## src/fhcs_pkg.sv

```systemverilog
package fhcs_pkg;

  // Framing and flow parameters
  localparam int CHUNK_BYTES = 512;
  localparam int MAX_LINKS   = 10;
  localparam int ID_BYTES    = 16;
  localparam int HASH_MULT   = 31;
  localparam int WORD_BYTES  = 4;
  localparam int HDR_WORDS   = 3;
  localparam int HDR_BYTES   = ID_BYTES + HDR_WORDS * WORD_BYTES;

  // Field widths
  localparam int BYTE_W = 8;
  localparam int LEN_W  = 16;
  localparam int HASH_W = 32;
  localparam int LINK_W = 4;
  localparam int ID_W   = ID_BYTES * BYTE_W;
  localparam int HALF_W = ID_W / 2;
  localparam int WORD_W = WORD_BYTES * BYTE_W;

  // Derived counter widths
  localparam int MAX_LEN    = (2 ** LEN_W) - 1;
  localparam int MAX_CHUNKS = (MAX_LEN + CHUNK_BYTES - 1) / CHUNK_BYTES;
  localparam int CNT_W      = $clog2(MAX_CHUNKS + 1);
  localparam int OFF_W      = $clog2(CHUNK_BYTES);
  localparam int NUM_W      = LEN_W + 1;
  localparam int HDR_W      = $clog2(HDR_BYTES + 1);
  localparam int IDX_W      = $clog2(ID_BYTES);
  localparam int STEP_W     = $clog2(HASH_W);

  // Command queue between front and back
  localparam int QUEUE_DEPTH = 4;
  localparam int QPTR_W      = $clog2(QUEUE_DEPTH);

  // Input item modes
  localparam logic MODE_DESC = 1'b0;
  localparam logic MODE_DATA = 1'b1;

  typedef enum logic [1:0] {
    FR_IDLE,
    FR_HASH,
    FR_MOD,
    FR_PUSH
  } fr_state_e;

  // One queued command: a classified descriptor or a payload byte
  typedef struct packed {
    logic                  is_desc;
    logic [BYTE_W-1:0]     data;
    logic [ID_W-1:0]       id;
    logic [LEN_W-1:0]      len;
    logic [HASH_W-1:0]     hash;
    logic [LINK_W-1:0]     link;
    logic [CNT_W-1:0]      total;
  } cmd_t;

  // One result transaction
  typedef struct packed {
    logic [BYTE_W-1:0] out_byte;
    logic [LINK_W-1:0] link_index;
    logic [HASH_W-1:0] pkt_hash;
    logic              chunk_last;
    logic              packet_last;
    logic              run_last;
  } res_t;

endpackage

```

## src/fhcs_fifo.sv

```systemverilog
module fhcs_fifo import fhcs_pkg::*; (
  input  logic clk_i,
  input  logic rst_ni,
  input  logic wr_en_i,
  input  cmd_t wr_data_i,
  output logic full_o,
  input  logic rd_en_i,
  output cmd_t rd_data_o,
  output logic empty_o
);

  cmd_t                mem_q [QUEUE_DEPTH];
  logic [QPTR_W-1:0]   wr_ptr_q, wr_ptr_d;
  logic [QPTR_W-1:0]   rd_ptr_q, rd_ptr_d;
  logic [QPTR_W:0]     count_q, count_d;
  logic                do_wr, do_rd;

  assign full_o    = (count_q == (QPTR_W+1)'(QUEUE_DEPTH));
  assign empty_o   = (count_q == '0);
  assign rd_data_o = mem_q[rd_ptr_q];
  assign do_wr     = wr_en_i && !full_o;
  assign do_rd     = rd_en_i && !empty_o;

  // Pointer and occupancy update
  always_comb begin
    wr_ptr_d = wr_ptr_q;
    rd_ptr_d = rd_ptr_q;
    count_d  = count_q;
    if (do_wr) begin
      wr_ptr_d = wr_ptr_q + 1'b1;
    end
    if (do_rd) begin
      rd_ptr_d = rd_ptr_q + 1'b1;
    end
    if (do_wr && !do_rd) begin
      count_d = count_q + 1'b1;
    end else if (do_rd && !do_wr) begin
      count_d = count_q - 1'b1;
    end
  end

  always_ff @(posedge clk_i or negedge rst_ni) begin
    if (!rst_ni) begin
      wr_ptr_q <= '0;
      rd_ptr_q <= '0;
      count_q  <= '0;
    end else begin
      wr_ptr_q <= wr_ptr_d;
      rd_ptr_q <= rd_ptr_d;
      count_q  <= count_d;
    end
  end

  // Storage, no reset needed
  always_ff @(posedge clk_i) begin
    if (do_wr) begin
      mem_q[wr_ptr_q] <= wr_data_i;
    end
  end

endmodule

```

## src/fhcs_front.sv

```systemverilog
module fhcs_front import fhcs_pkg::*; (
  input  logic                clk_i,
  input  logic                rst_ni,
  input  logic                push,
  output logic                full,
  input  logic                mode_i,
  input  logic [HALF_W-1:0]   uuid_high_i,
  input  logic [HALF_W-1:0]   uuid_low_i,
  input  logic [LEN_W-1:0]    payload_length_i,
  input  logic [BYTE_W-1:0]   data_byte_i,
  input  logic [LINK_W-1:0]   link_count_i,
  input  logic                q_full_i,
  output logic                q_push_o,
  output cmd_t                q_cmd_o
);

  fr_state_e state_q, state_d;

  logic [STEP_W-1:0]                 step_q, step_d;
  logic [ID_BYTES-1:0][BYTE_W-1:0]   id_q, id_d;
  logic [LEN_W-1:0]                  len_q, len_d;
  logic [LINK_W-1:0]                 lc_q, lc_d;
  logic [HASH_W-1:0]                 hash_q, hash_d;
  logic [LINK_W-1:0]                 lrem_q, lrem_d;
  logic [CNT_W-1:0]                  tot_q, tot_d;

  logic                              acc;
  logic [LINK_W-1:0]                 lc_clamp;
  logic [BYTE_W-1:0]                 id_byte;
  logic [HASH_W-1:0]                 hash_next;
  logic [LINK_W:0]                   lr2;
  logic [NUM_W-1:0]                  len_round;
  cmd_t                              data_cmd, desc_cmd;

  assign full = (state_q != FR_IDLE) || q_full_i;
  assign acc  = push && !full;

  // Link count as used: zero reads as one, too large reads as the maximum
  always_comb begin
    if (link_count_i == '0) begin
      lc_clamp = LINK_W'(1);
    end else if (link_count_i > LINK_W'(MAX_LINKS)) begin
      lc_clamp = LINK_W'(MAX_LINKS);
    end else begin
      lc_clamp = link_count_i;
    end
  end

  // One identifier byte per cycle into the hash, most significant first
  assign id_byte   = id_q[IDX_W'(ID_BYTES-1) - step_q[IDX_W-1:0]];
  assign hash_next = hash_q * HASH_W'(HASH_MULT) + HASH_W'(id_byte);

  // Bit-serial remainder step: hash by link count
  assign lr2 = {lrem_q, hash_q[STEP_W'(HASH_W-1) - step_q]};

  // Chunk total = ceil(len / CHUNK_BYTES); chunk size is a power of two
  assign len_round = NUM_W'(payload_length_i) + NUM_W'(CHUNK_BYTES - 1);

  // Commands toward the back
  always_comb begin
    data_cmd         = '0;
    data_cmd.is_desc = 1'b0;
    data_cmd.data    = data_byte_i;

    desc_cmd         = '0;
    desc_cmd.is_desc = 1'b1;
    desc_cmd.id      = id_q;
    desc_cmd.len     = len_q;
    desc_cmd.hash    = hash_q;
    desc_cmd.link    = lrem_q;
    desc_cmd.total   = tot_q;
  end

  // Next state and datapath
  always_comb begin
    state_d  = state_q;
    step_d   = step_q;
    id_d     = id_q;
    len_d    = len_q;
    lc_d     = lc_q;
    hash_d   = hash_q;
    lrem_d   = lrem_q;
    tot_d    = tot_q;
    q_push_o = 1'b0;
    q_cmd_o  = data_cmd;

    unique case (state_q)
      FR_IDLE: begin
        if (acc) begin
          if (mode_i == MODE_DESC) begin
            id_d    = {uuid_high_i, uuid_low_i};
            len_d   = payload_length_i;
            lc_d    = lc_clamp;
            hash_d  = '0;
            lrem_d  = '0;
            tot_d   = CNT_W'(len_round >> OFF_W);
            step_d  = '0;
            state_d = FR_HASH;
          end else begin
            q_push_o = 1'b1;
          end
        end
      end
      FR_HASH: begin
        hash_d = hash_next;
        step_d = step_q + 1'b1;
        if (step_q == STEP_W'(ID_BYTES-1)) begin
          step_d  = '0;
          state_d = FR_MOD;
        end
      end
      FR_MOD: begin
        if (lr2 >= {1'b0, lc_q}) begin
          lrem_d = LINK_W'(lr2 - {1'b0, lc_q});
        end else begin
          lrem_d = LINK_W'(lr2);
        end
        step_d = step_q + 1'b1;
        if (step_q == STEP_W'(HASH_W-1)) begin
          step_d  = '0;
          state_d = FR_PUSH;
        end
      end
      FR_PUSH: begin
        q_cmd_o = desc_cmd;
        if (!q_full_i) begin
          q_push_o = 1'b1;
          state_d  = FR_IDLE;
        end
      end
      default: begin
        state_d = FR_IDLE;
      end
    endcase
  end

  always_ff @(posedge clk_i or negedge rst_ni) begin
    if (!rst_ni) begin
      state_q <= FR_IDLE;
      step_q  <= '0;
    end else begin
      state_q <= state_d;
      step_q  <= step_d;
    end
  end

  always_ff @(posedge clk_i) begin
    id_q   <= id_d;
    len_q  <= len_d;
    lc_q   <= lc_d;
    hash_q <= hash_d;
    lrem_q <= lrem_d;
    tot_q  <= tot_d;
  end

endmodule

```

## src/fhcs_back.sv

```systemverilog
module fhcs_back import fhcs_pkg::*; (
  input  logic clk_i,
  input  logic rst_ni,
  input  cmd_t q_cmd_i,
  input  logic q_empty_i,
  output logic q_pop_o,
  input  logic pop_i,
  output logic out_valid_o,
  output res_t res_o
);

  logic [ID_BYTES-1:0][BYTE_W-1:0]   id_q, id_d;
  logic [LEN_W-1:0]                  left_q, left_d;
  logic [OFF_W-1:0]                  off_q, off_d;
  logic [CNT_W-1:0]                  num_q, num_d;
  logic [CNT_W-1:0]                  total_q, total_d;
  logic [LINK_W-1:0]                 link_q, link_d;
  logic [HASH_W-1:0]                 hash_q, hash_d;
  logic [HDR_W-1:0]                  hdr_q, hdr_d;
  logic                              out_valid_q, out_valid_d;
  res_t                              res_q, res_d;

  logic                              adv;
  logic                              emit;
  logic [LEN_W-1:0]                  clen;
  logic [HDR_BYTES-1:0][BYTE_W-1:0]  hdr_v;
  logic [BYTE_W-1:0]                 hdr_byte;
  logic [OFF_W:0]                    off_n;
  logic                              plast, clast;

  assign out_valid_o = out_valid_q;
  assign res_o       = res_q;

  // Output slot frees when empty or taken this cycle
  assign adv = !out_valid_q || pop_i;

  // Header fields of the chunk about to start
  assign clen  = (left_q > LEN_W'(CHUNK_BYTES)) ? LEN_W'(CHUNK_BYTES) : left_q;
  assign hdr_v = {id_q, WORD_W'(num_q), WORD_W'(total_q), WORD_W'(clen)};
  assign hdr_byte = hdr_v[HDR_W'(HDR_BYTES-1) - hdr_q];

  // End-of-chunk and end-of-packet flags for the data byte
  assign off_n = {1'b0, off_q} + 1'b1;
  assign plast = (left_q == LEN_W'(1));
  assign clast = plast || (off_n >= (OFF_W+1)'(CHUNK_BYTES));

  always_comb begin
    id_d     = id_q;
    left_d   = left_q;
    off_d    = off_q;
    num_d    = num_q;
    total_d  = total_q;
    link_d   = link_q;
    hash_d   = hash_q;
    hdr_d    = hdr_q;
    res_d    = res_q;
    q_pop_o  = 1'b0;
    emit     = 1'b0;

    if (adv && !q_empty_i) begin
      if (q_cmd_i.is_desc) begin
        // new packet, drops whatever was unfinished
        id_d    = q_cmd_i.id;
        left_d  = q_cmd_i.len;
        off_d   = '0;
        num_d   = '0;
        total_d = q_cmd_i.total;
        link_d  = q_cmd_i.link;
        hash_d  = q_cmd_i.hash;
        hdr_d   = '0;
        q_pop_o = 1'b1;
      end else if (left_q == '0) begin
        // byte past the declared length
        q_pop_o = 1'b1;
      end else if ((off_q == '0) && (hdr_q != HDR_W'(HDR_BYTES))) begin
        // header byte ahead of the first byte of a chunk
        emit              = 1'b1;
        res_d.out_byte    = hdr_byte;
        res_d.link_index  = link_q;
        res_d.pkt_hash    = hash_q;
        res_d.chunk_last  = 1'b0;
        res_d.packet_last = 1'b0;
        res_d.run_last    = 1'b0;
        hdr_d             = hdr_q + 1'b1;
      end else begin
        // payload byte, closes the run of this transaction
        emit              = 1'b1;
        res_d.out_byte    = q_cmd_i.data;
        res_d.link_index  = link_q;
        res_d.pkt_hash    = hash_q;
        res_d.chunk_last  = clast;
        res_d.packet_last = plast;
        res_d.run_last    = 1'b1;
        q_pop_o           = 1'b1;
        hdr_d             = '0;
        left_d            = left_q - 1'b1;
        if (clast) begin
          off_d = '0;
          num_d = num_q + 1'b1;
        end else begin
          off_d = OFF_W'(off_n);
        end
      end
    end

    out_valid_d = adv ? emit : out_valid_q;
  end

  always_ff @(posedge clk_i or negedge rst_ni) begin
    if (!rst_ni) begin
      id_q        <= '0;
      left_q      <= '0;
      off_q       <= '0;
      num_q       <= '0;
      total_q     <= '0;
      link_q      <= '0;
      hash_q      <= '0;
      hdr_q       <= '0;
      out_valid_q <= 1'b0;
    end else begin
      id_q        <= id_d;
      left_q      <= left_d;
      off_q       <= off_d;
      num_q       <= num_d;
      total_q     <= total_d;
      link_q      <= link_d;
      hash_q      <= hash_d;
      hdr_q       <= hdr_d;
      out_valid_q <= out_valid_d;
    end
  end

  always_ff @(posedge clk_i) begin
    res_q <= res_d;
  end

endmodule

```

## src/flow_hash_chunk_segmenter.sv

```systemverilog
// Descriptor: full stays high (longer while the queue is full) through 16 hash
//   steps and 32 link remainder steps, one per cycle, and then while it is queued.
// Payload bytes enter at one per cycle while full is low, via a 4-entry command queue;
//   the back emits one result per cycle while results are popped, a chunk's first
//   byte after its 28 header bytes; each byte passes the queue and result register.
// Reset is asynchronous, active low; no clearing pass, link count resets to 1.
module flow_hash_chunk_segmenter import fhcs_pkg::*; (
  input  logic              clk_i,
  input  logic              rst_ni,
  input  logic              push,
  output logic              full,
  input  logic              mode_i,
  input  logic [HALF_W-1:0] uuid_high_i,
  input  logic [HALF_W-1:0] uuid_low_i,
  input  logic [LEN_W-1:0]  payload_length_i,
  input  logic [BYTE_W-1:0] data_byte_i,
  output logic              empty,
  input  logic              pop,
  output logic [BYTE_W-1:0] out_byte_o,
  output logic [LINK_W-1:0] link_index_o,
  output logic [HASH_W-1:0] pkt_hash_o,
  output logic              chunk_last_o,
  output logic              packet_last_o,
  output logic              run_last_o,
  input  logic              cfg_valid_i,
  output logic              cfg_ready_o,
  input  logic [LINK_W-1:0] cfg_data_i
);

  logic [LINK_W-1:0] link_count_q;
  logic              q_push, q_full, q_pop, q_empty;
  cmd_t              q_wr_cmd, q_rd_cmd;
  logic              out_valid;
  res_t              res;

  // Link count register
  assign cfg_ready_o = 1'b1;

  always_ff @(posedge clk_i or negedge rst_ni) begin
    if (!rst_ni) begin
      link_count_q <= LINK_W'(1);
    end else if (cfg_valid_i && cfg_ready_o) begin
      link_count_q <= cfg_data_i;
    end
  end

  fhcs_front u_front (
    .clk_i            (clk_i),
    .rst_ni           (rst_ni),
    .push             (push),
    .full             (full),
    .mode_i           (mode_i),
    .uuid_high_i      (uuid_high_i),
    .uuid_low_i       (uuid_low_i),
    .payload_length_i (payload_length_i),
    .data_byte_i      (data_byte_i),
    .link_count_i     (link_count_q),
    .q_full_i         (q_full),
    .q_push_o         (q_push),
    .q_cmd_o          (q_wr_cmd)
  );

  fhcs_fifo u_queue (
    .clk_i     (clk_i),
    .rst_ni    (rst_ni),
    .wr_en_i   (q_push),
    .wr_data_i (q_wr_cmd),
    .full_o    (q_full),
    .rd_en_i   (q_pop),
    .rd_data_o (q_rd_cmd),
    .empty_o   (q_empty)
  );

  fhcs_back u_back (
    .clk_i       (clk_i),
    .rst_ni      (rst_ni),
    .q_cmd_i     (q_rd_cmd),
    .q_empty_i   (q_empty),
    .q_pop_o     (q_pop),
    .pop_i       (pop),
    .out_valid_o (out_valid),
    .res_o       (res)
  );

  // Result ports
  assign empty         = !out_valid;
  assign out_byte_o    = res.out_byte;
  assign link_index_o  = res.link_index;
  assign pkt_hash_o    = res.pkt_hash;
  assign chunk_last_o  = res.chunk_last;
  assign packet_last_o = res.packet_last;
  assign run_last_o    = res.run_last;

  // A full command queue must hold off the input side
  assert property (@(posedge clk_i) disable iff (!rst_ni)
    q_full |-> full)
    else $error("input accepted while command queue full");

  // Only the payload byte closes a chunk, and it always ends the run
  assert property (@(posedge clk_i) disable iff (!rst_ni)
    (!empty && chunk_last_o) |-> run_last_o)
    else $error("chunk end on a header byte");

  // Packet end is always a chunk end
  assert property (@(posedge clk_i) disable iff (!rst_ni)
    (!empty && packet_last_o) |-> chunk_last_o)
    else $error("packet end without chunk end");

  // Selected link stays within the link range
  assert property (@(posedge clk_i) disable iff (!rst_ni)
    !empty |-> (link_index_o < LINK_W'(MAX_LINKS)))
    else $error("link index out of range");

endmodule

```

## config.mk

```make
export PLATFORM = sky130hd
export DESIGN_NAME = flow_hash_chunk_segmenter
export DESIGN_NICKNAME = d
export VERILOG_FILES = /design/src/fhcs_pkg.sv /design/src/fhcs_fifo.sv /design/src/fhcs_front.sv /design/src/fhcs_back.sv /design/src/flow_hash_chunk_segmenter.sv
export SDC_FILE = /design/constraint.sdc
export NUM_CORES = 2
export LEC_CHECK = 0
export ABC_AREA = 1
export BUFFER_PORTS_ARGS = -buffer_cell sky130_fd_sc_hd__clkbuf_2
export CORE_ASPECT_RATIO = 0.75
export CORE_MARGIN = 1
export CORE_UTILIZATION = 60
export DETAILED_ROUTE_END_ITERATION = 6
export PLACE_DENSITY = 0.88
export REMOVE_ABC_BUFFERS = 1
export SKIP_LAST_GASP = 1
export SLEW_MARGIN = 20
export SYNTH_ARGS = -nofsm -noshare
export SYNTH_HDL_FRONTEND = slang
export SYNTH_SLANG_ARGS = --single-unit
```

## constraint.sdc

```tcl
create_clock -name clk_i -period 15.6 [get_ports clk_i]
set_clock_uncertainty 0.1 [all_clocks]
set_input_delay 2.34 -clock clk_i [delete_from_list [all_inputs] [get_ports clk_i]]
set_output_delay 2.34 -clock clk_i [all_outputs]
set_load 0.02 [all_outputs]
```

# Yosys cells after proc, flatten, opt, wreduce, memory -nomap -nowiden
# Memories as Yosys holds them, arrays and structs flattened.
# Index checks and enable logic that the tools add are counted.
dict set report word_totals {
  ram_bits 788
  inputBits 162
  ff_bits 468
  n_memories 1
  output_inout_bits 50
}
dict set report classes {
  mux 57
  n_eq_ne 15
  magnitude_cmp 7
  bitwise 3
  reduce_logical 38
  addsub 15
  n_mul 1
}
# name depth width read_ports rd_ports_with_merged_regs write_ports line
set memory_table {}
lappend memory_table {u_queue.mem_q 4 197 1 0 1 fhcs_fifo.sv:12} ;# cmd_t mem_q [QUEUE_DEPTH];
# operator n
set ops {}
lappend ops {{$mux 197} 1}
lappend ops {{$mux 16} 4}
lappend ops {{$mux 32} 2}
lappend ops {{$pmux 32 s2} 1}
lappend ops {{$mux 8} 6}
lappend ops {{$mux 47} 1}
lappend ops {{$bmux 8 s5} 1}
lappend ops {{$mux 9} 4}
lappend ops {{$mux 5} 7}
lappend ops {{$add 32x8->32} 1}
lappend ops {{$bmux 8 s4} 1}
lappend ops {{$mul 32x5->32 const B} 1}
lappend ops {{$reduce_and 3->1} 6}
lappend ops {{$add 16x9->17 const B} 1}
lappend ops {{$eq 16x1->1 const B} 1}
lappend ops {{$gt 16x10->1 const B} 1}
lappend ops {{$logic_not 16->1} 1}
lappend ops {{$mux 4} 4}
lappend ops {{$sub 16x1->16 const B} 1}
lappend ops {{$pmux 5 s3} 1}
lappend ops {{$mux 1} 13}
lappend ops {{$lt 5x6->1 const B} 2}
lappend ops {{$add 5x1->5 const B} 2}
lappend ops {{$add 9x1->10 const B} 1}
lappend ops {{39 further kinds} 72}

# Longest topological paths before layout
dict set report logic_depth {
  ltp_word 11
  mapped_depth 27
  ltp_nobuf 27
}

# Cells and area by module
# A second synthesis with hierarchy kept.
dict set report unflattened {
  hier_cells 5291
  hier_area_um2 58391.0
}
# mod instances cells_per_inst seq_area_each_um2 area_per_inst_um2
set modules_own_cells {}
lappend modules_own_cells {fhcs_fifo 1 2359 23837.9 31388.9}
lappend modules_own_cells {fhcs_front 1 1776 5940.7 14749.1}
lappend modules_own_cells {fhcs_back 1 1136 6691.4 12087.8}
lappend modules_own_cells {flow_hash_chunk_segmenter 1 20 101.3 165.2}

# Worst setup path before layout
# OpenSTA, ideal clock, no wires.
dict set report synth_timing {
  kind {input-to-reg}
  start {input push}
  end {memory u_queue.mem_q[0][0] (netlist bit) (enable)}
  setup_slack_ns 3.727
  setup_time_ns 0.758
  t_arrival_ns 11.015
  cell_stages 4
  t_required_ns 14.742
  path_buffers 0
  path_cell_list {nand3_1 -> o21ai_0 -> nand3_1 -> nor2_1}
}
dict set report synth_via {
  elab_chain_len 6
}
# element line
set synth_lines {}
lappend synth_lines {{start, declared} flow_hash_chunk_segmenter.sv:10} ;# input logic push,
lappend synth_lines {{$logic_and 1x1->1} fhcs_front.sv:36} ;# assign acc = push && !full;
lappend synth_lines {{$mux 1} fhcs_front.sv:89} ;# if (acc) begin
lappend synth_lines {{$pmux 1 s2} fhcs_front.sv:87} ;# unique case (state_q)
lappend synth_lines {{$logic_and 1x1->1} fhcs_fifo.sv:21} ;# assign do_wr = wr_en_i && !full_o;
lappend synth_lines {{$mux 1} fhcs_fifo.sv:56} ;# if (do_wr) begin
lappend synth_lines {{$mux 1 (implied by the code)} fhcs_fifo.sv:57} ;# mem_q[wr_ptr_q] <= wr_data_i;
lappend synth_lines {{end, declared} fhcs_fifo.sv:12}
# Every way passes these cells.

# Worst setup path after layout
dict set report layout_timing {
  start {register u_front.step_q[2]}
  end {register u_front.hash_q[30], data pin}
}
dict set report layout_via {
  elab_chain_len 5
}
# element line
set layout_lines {}
lappend layout_lines {{start, declared} fhcs_front.sv:19} ;# logic [STEP_W-1:0] step_q, step_d;
lappend layout_lines {{start signal, assigned} fhcs_front.sv:143} ;# step_q <= step_d;
lappend layout_lines {{$sub 4x4->4} fhcs_front.sv:50} ;# assign id_byte = id_q[IDX_W'(ID_BYTES-1) - step_q[IDX_W-1:0]];
lappend layout_lines {{$bmux 8 s4} fhcs_front.sv:50}
lappend layout_lines {{$mux 8 (implied by the code)} fhcs_front.sv:50}
lappend layout_lines {{$add 32x8->32} fhcs_front.sv:51} ;# assign hash_next = hash_q * HASH_W'(HASH_MULT) + HASH_W'(id_byte);
lappend layout_lines {{$pmux 32 s2} fhcs_front.sv:87}
lappend layout_lines {{end signal, assigned} fhcs_front.sv:151} ;# hash_q <= hash_d;
lappend layout_lines {{end, declared} fhcs_front.sv:23} ;# logic [HASH_W-1:0] hash_q, hash_d;
# Every way passes these cells. The select of a mux whose other input is x is not followed.
# A chain may end at the register's enable or synchronous reset.

==> results.ini <==
[logic_synthesis]
yosys.area.top_type=edfxtp_1
synth_edf_count=1027
synth_cell_types=57
synthDominantCellAreaShare_pct=55.2
syn_area_um2=55900
synthTopCellsByCount=edfxtp_1 (1027), nor2_1 (648), nand2_1 (594)
synth_seq_area_share_pct=65.5
synthMostInstantiatedCell=edfxtp_1
synthCells=4752
synth.area.top_cells=edfxtp_1 (55%), dfrtp_1 (10%), o21ai_0 (5.0%)
ys.flop_type=edfxtp_1
ys_ff_latch=1256
avgSynthCellArea_um2=11.8
ys_async_sr_fraction_pct=18.2
yosysWarnings=0

[cts]
clock_sinks=1256
clockBufferDepth=3
post_cts_buffers=0
h-tree-depth=3
cts_buffers=112
clock-root-buffer=clkbuf_16
clk_latency_ps=750
cts_tree=yes
cts.clk_slew.worst_paths_ps=70
ctsHoldBuffers=0
cts_resized=0

[run_status]
violations=DRC
status=finished with violations

[job]
cap_violations=0

[timing]
holdWs_ps=298
maxSlewHeadroom_pct=23.1
rsz0062_at_grt=no
fmax_mhz=145
finalCritPeriodShare_pct=44.1
slew_violations=0
period_minus_slack_ps=6880
finalSetupTns_ps=0
setup_violations=0
hold_violations=0
tightest_slew_ps=1150

[routing]
drc=2
first_pass_iters=7
ant_nets=0
wire_per_inst_um=24.0
vias_per_cell=6.20
via_count=38500
routed_wl_um=149000
drt_iter0_markers=5513

[setup_path]
reg2regPathDepth=23
cp_max_fo=13
cp.required_ps=15980
endpoint_kind=flop
cp-start-kind=flop
crit_type=flop to flop
critPathArrivalTime_ps=7260

[hold_path]
whs_path_depth=0
hold_class=flop to flop

[final_layout]
syn_to_final_growth_pct=10.3
finalNetCount=5215
fillers=6239
final_layout_size_suffix_gt1_share_pct=11.3
finalCoreUtilization_pct=67.1

[floorplanning]
num_rows=96
num_io_pins=212
start_util_pct=60.8
fp.dieW_um=354
dieArea_um2=94400
core-area_um2=91900
die_y_um=266

[global_route]
grt_overflow_total=0
grt_max_degree=202
grtUsageTotal_pct=31.6
antenna_found_initial=4
grt_pass1_vias=38100
grt_first_pass_wirelength_um=225000

[placement]
gp_congestion=0.957
dp_hpwl_um=91900
io_buffers=210

[pwr]
p_leak_nw=27.1
vdd_drop_max_v=0.000163
powerDensity_nw_per_um2=161

where the power goes:
group	internal (mW)	leakage, nW	switching, mW
clock network	1.57	1.86	1.27
logic	0.945	10.6	1.94
registers	3.97	14.6	0.203
metrics by stage:
| step | setup WS [ps] | area (um2) | power, mW | instances |
|---|---|---|---|---|
| global placement | 9050 | 57800 | 6.83 | 5985 |
| floorplan | 1870 | 54700 | 6.25 | 4509 |
| detailed placement | 8890 | 57800 | 6.99 | 5985 |
| finish | 8720 | 61600 | 9.90 | 6205 |
| CTS | 9010 | 61600 | 9.83 | 6196 |
| global route | 8430 | 61600 | 10.3 | 6198 |
logic make-up (layout without fill, tap and decap cells):
kind of cell | count (synthesis) | after routing | share of synthesized area, %
fa+ha+maj | 177 | 177 | 5.20
simple gates | 1408 | 1408 | 9.96
other cells | 1 | 8 | 0.00671
buf+inv | 728 | 949 | 5.32
xor+xnor | 30 | 30 | 0.470
compound gates | 980 | 980 | 9.75
mux | 172 | 172 | 3.84
flops | 1256 | 1256 | 65.5
flip-flops by register name, summed over array words and instances (netlist names), 5 cells and up:
signal,cells
u_queue.mem_q,788
u_back.hdr_v,128
u_front.desc_cmd,128
u_back.res_o,47
u_back.hash_q,32
u_front.hash_q,32
u_back.left_q,16
u_front.len_q,16
u_back.off_q,9
u_back.num_q,8
u_back.total_q,8
u_front.tot_q,8
u_back.hdr_q,5
u_front.step_q,5
final cells by class:
type	count	area, um2	area share, %
Antenna cell	7	17.5	0.0284
Clock buffer	158	3190	5.17
Clock inverter	53	623	1.01
Inverter	485	1840	2.98
Multi-Input combinational cell	2768	16400	26.6
Sequential cell	1256	36600	59.4
Tap cell	1225	1530	2.49
Timing Repair Buffer	253	1440	2.34
layer usage:
| layer | up-vias | part of all wire (%) | wire length [um] | GRT usage (%) |
|---|---|---|---|---|
| met2 | 2532 | 45 | 67400 | 48.5 |
| li1 | 16700 | - | - | - |
| met5 | - | 0 | 0 | 0 |
| met1 | 18800 | 37 | 54700 | 42.5 |
| met3 | 438 | 14 | 20500 | 9.64 |
| met4 | 0 | 4.2 | 6240 | 12.7 |
critical path, cell delays in order (launching register included):
cell and delay [ps]:
dfrtp_1 600, inv_1 370, nor2_1 860, clkinv_1 620
a21oi_1 270, a221oi_1 100, o21ai_0 220, o21ai_0 290
fa_1 520, fa_1 550, inv_1 50, fa_1 480
inv_1 50, ha_1 340, o21ai_0 390, inv_1 120
nand2_1 80, nand2_1 150, nand2_1 100, nand2_1 80
nand2_1 100, nand3_1 80, nand2_1 80, nor2_1 40
final timing paths:
path | slack [ps] | endpoint | startpoint
hold reg to reg | 300 | u_back.res_o[23] | u_back.hash_q[20]
hold / removal | 300 | u_back.res_o[23] | u_back.hash_q[20]
setup / recovery | 8720 | u_front.hash_q[30] | u_front.step_q[2]
setup reg to reg | 8720 | u_front.hash_q[30] | u_front.step_q[2]
min in group asynchronous | 1410 | u_back.hdr_v[191] | rst_ni
max in group asynchronous | 11920 | u_back.hash_q[20] | rst_ni
cell usage in the layout, fill, tap and decap left out, types with 112 or more instances in the layout:
cell          n
o22ai_1     213
nand3_1     113
edfxtp_1   1027
dfrtp_1     224
clkbuf_2    209
nor2_1      642
o21ai_0     558
inv_1       476
nand2_1     594
clkbuf_16   112
a21oi_1     118
Note: power is estimated with default switching activity, not from simulation.
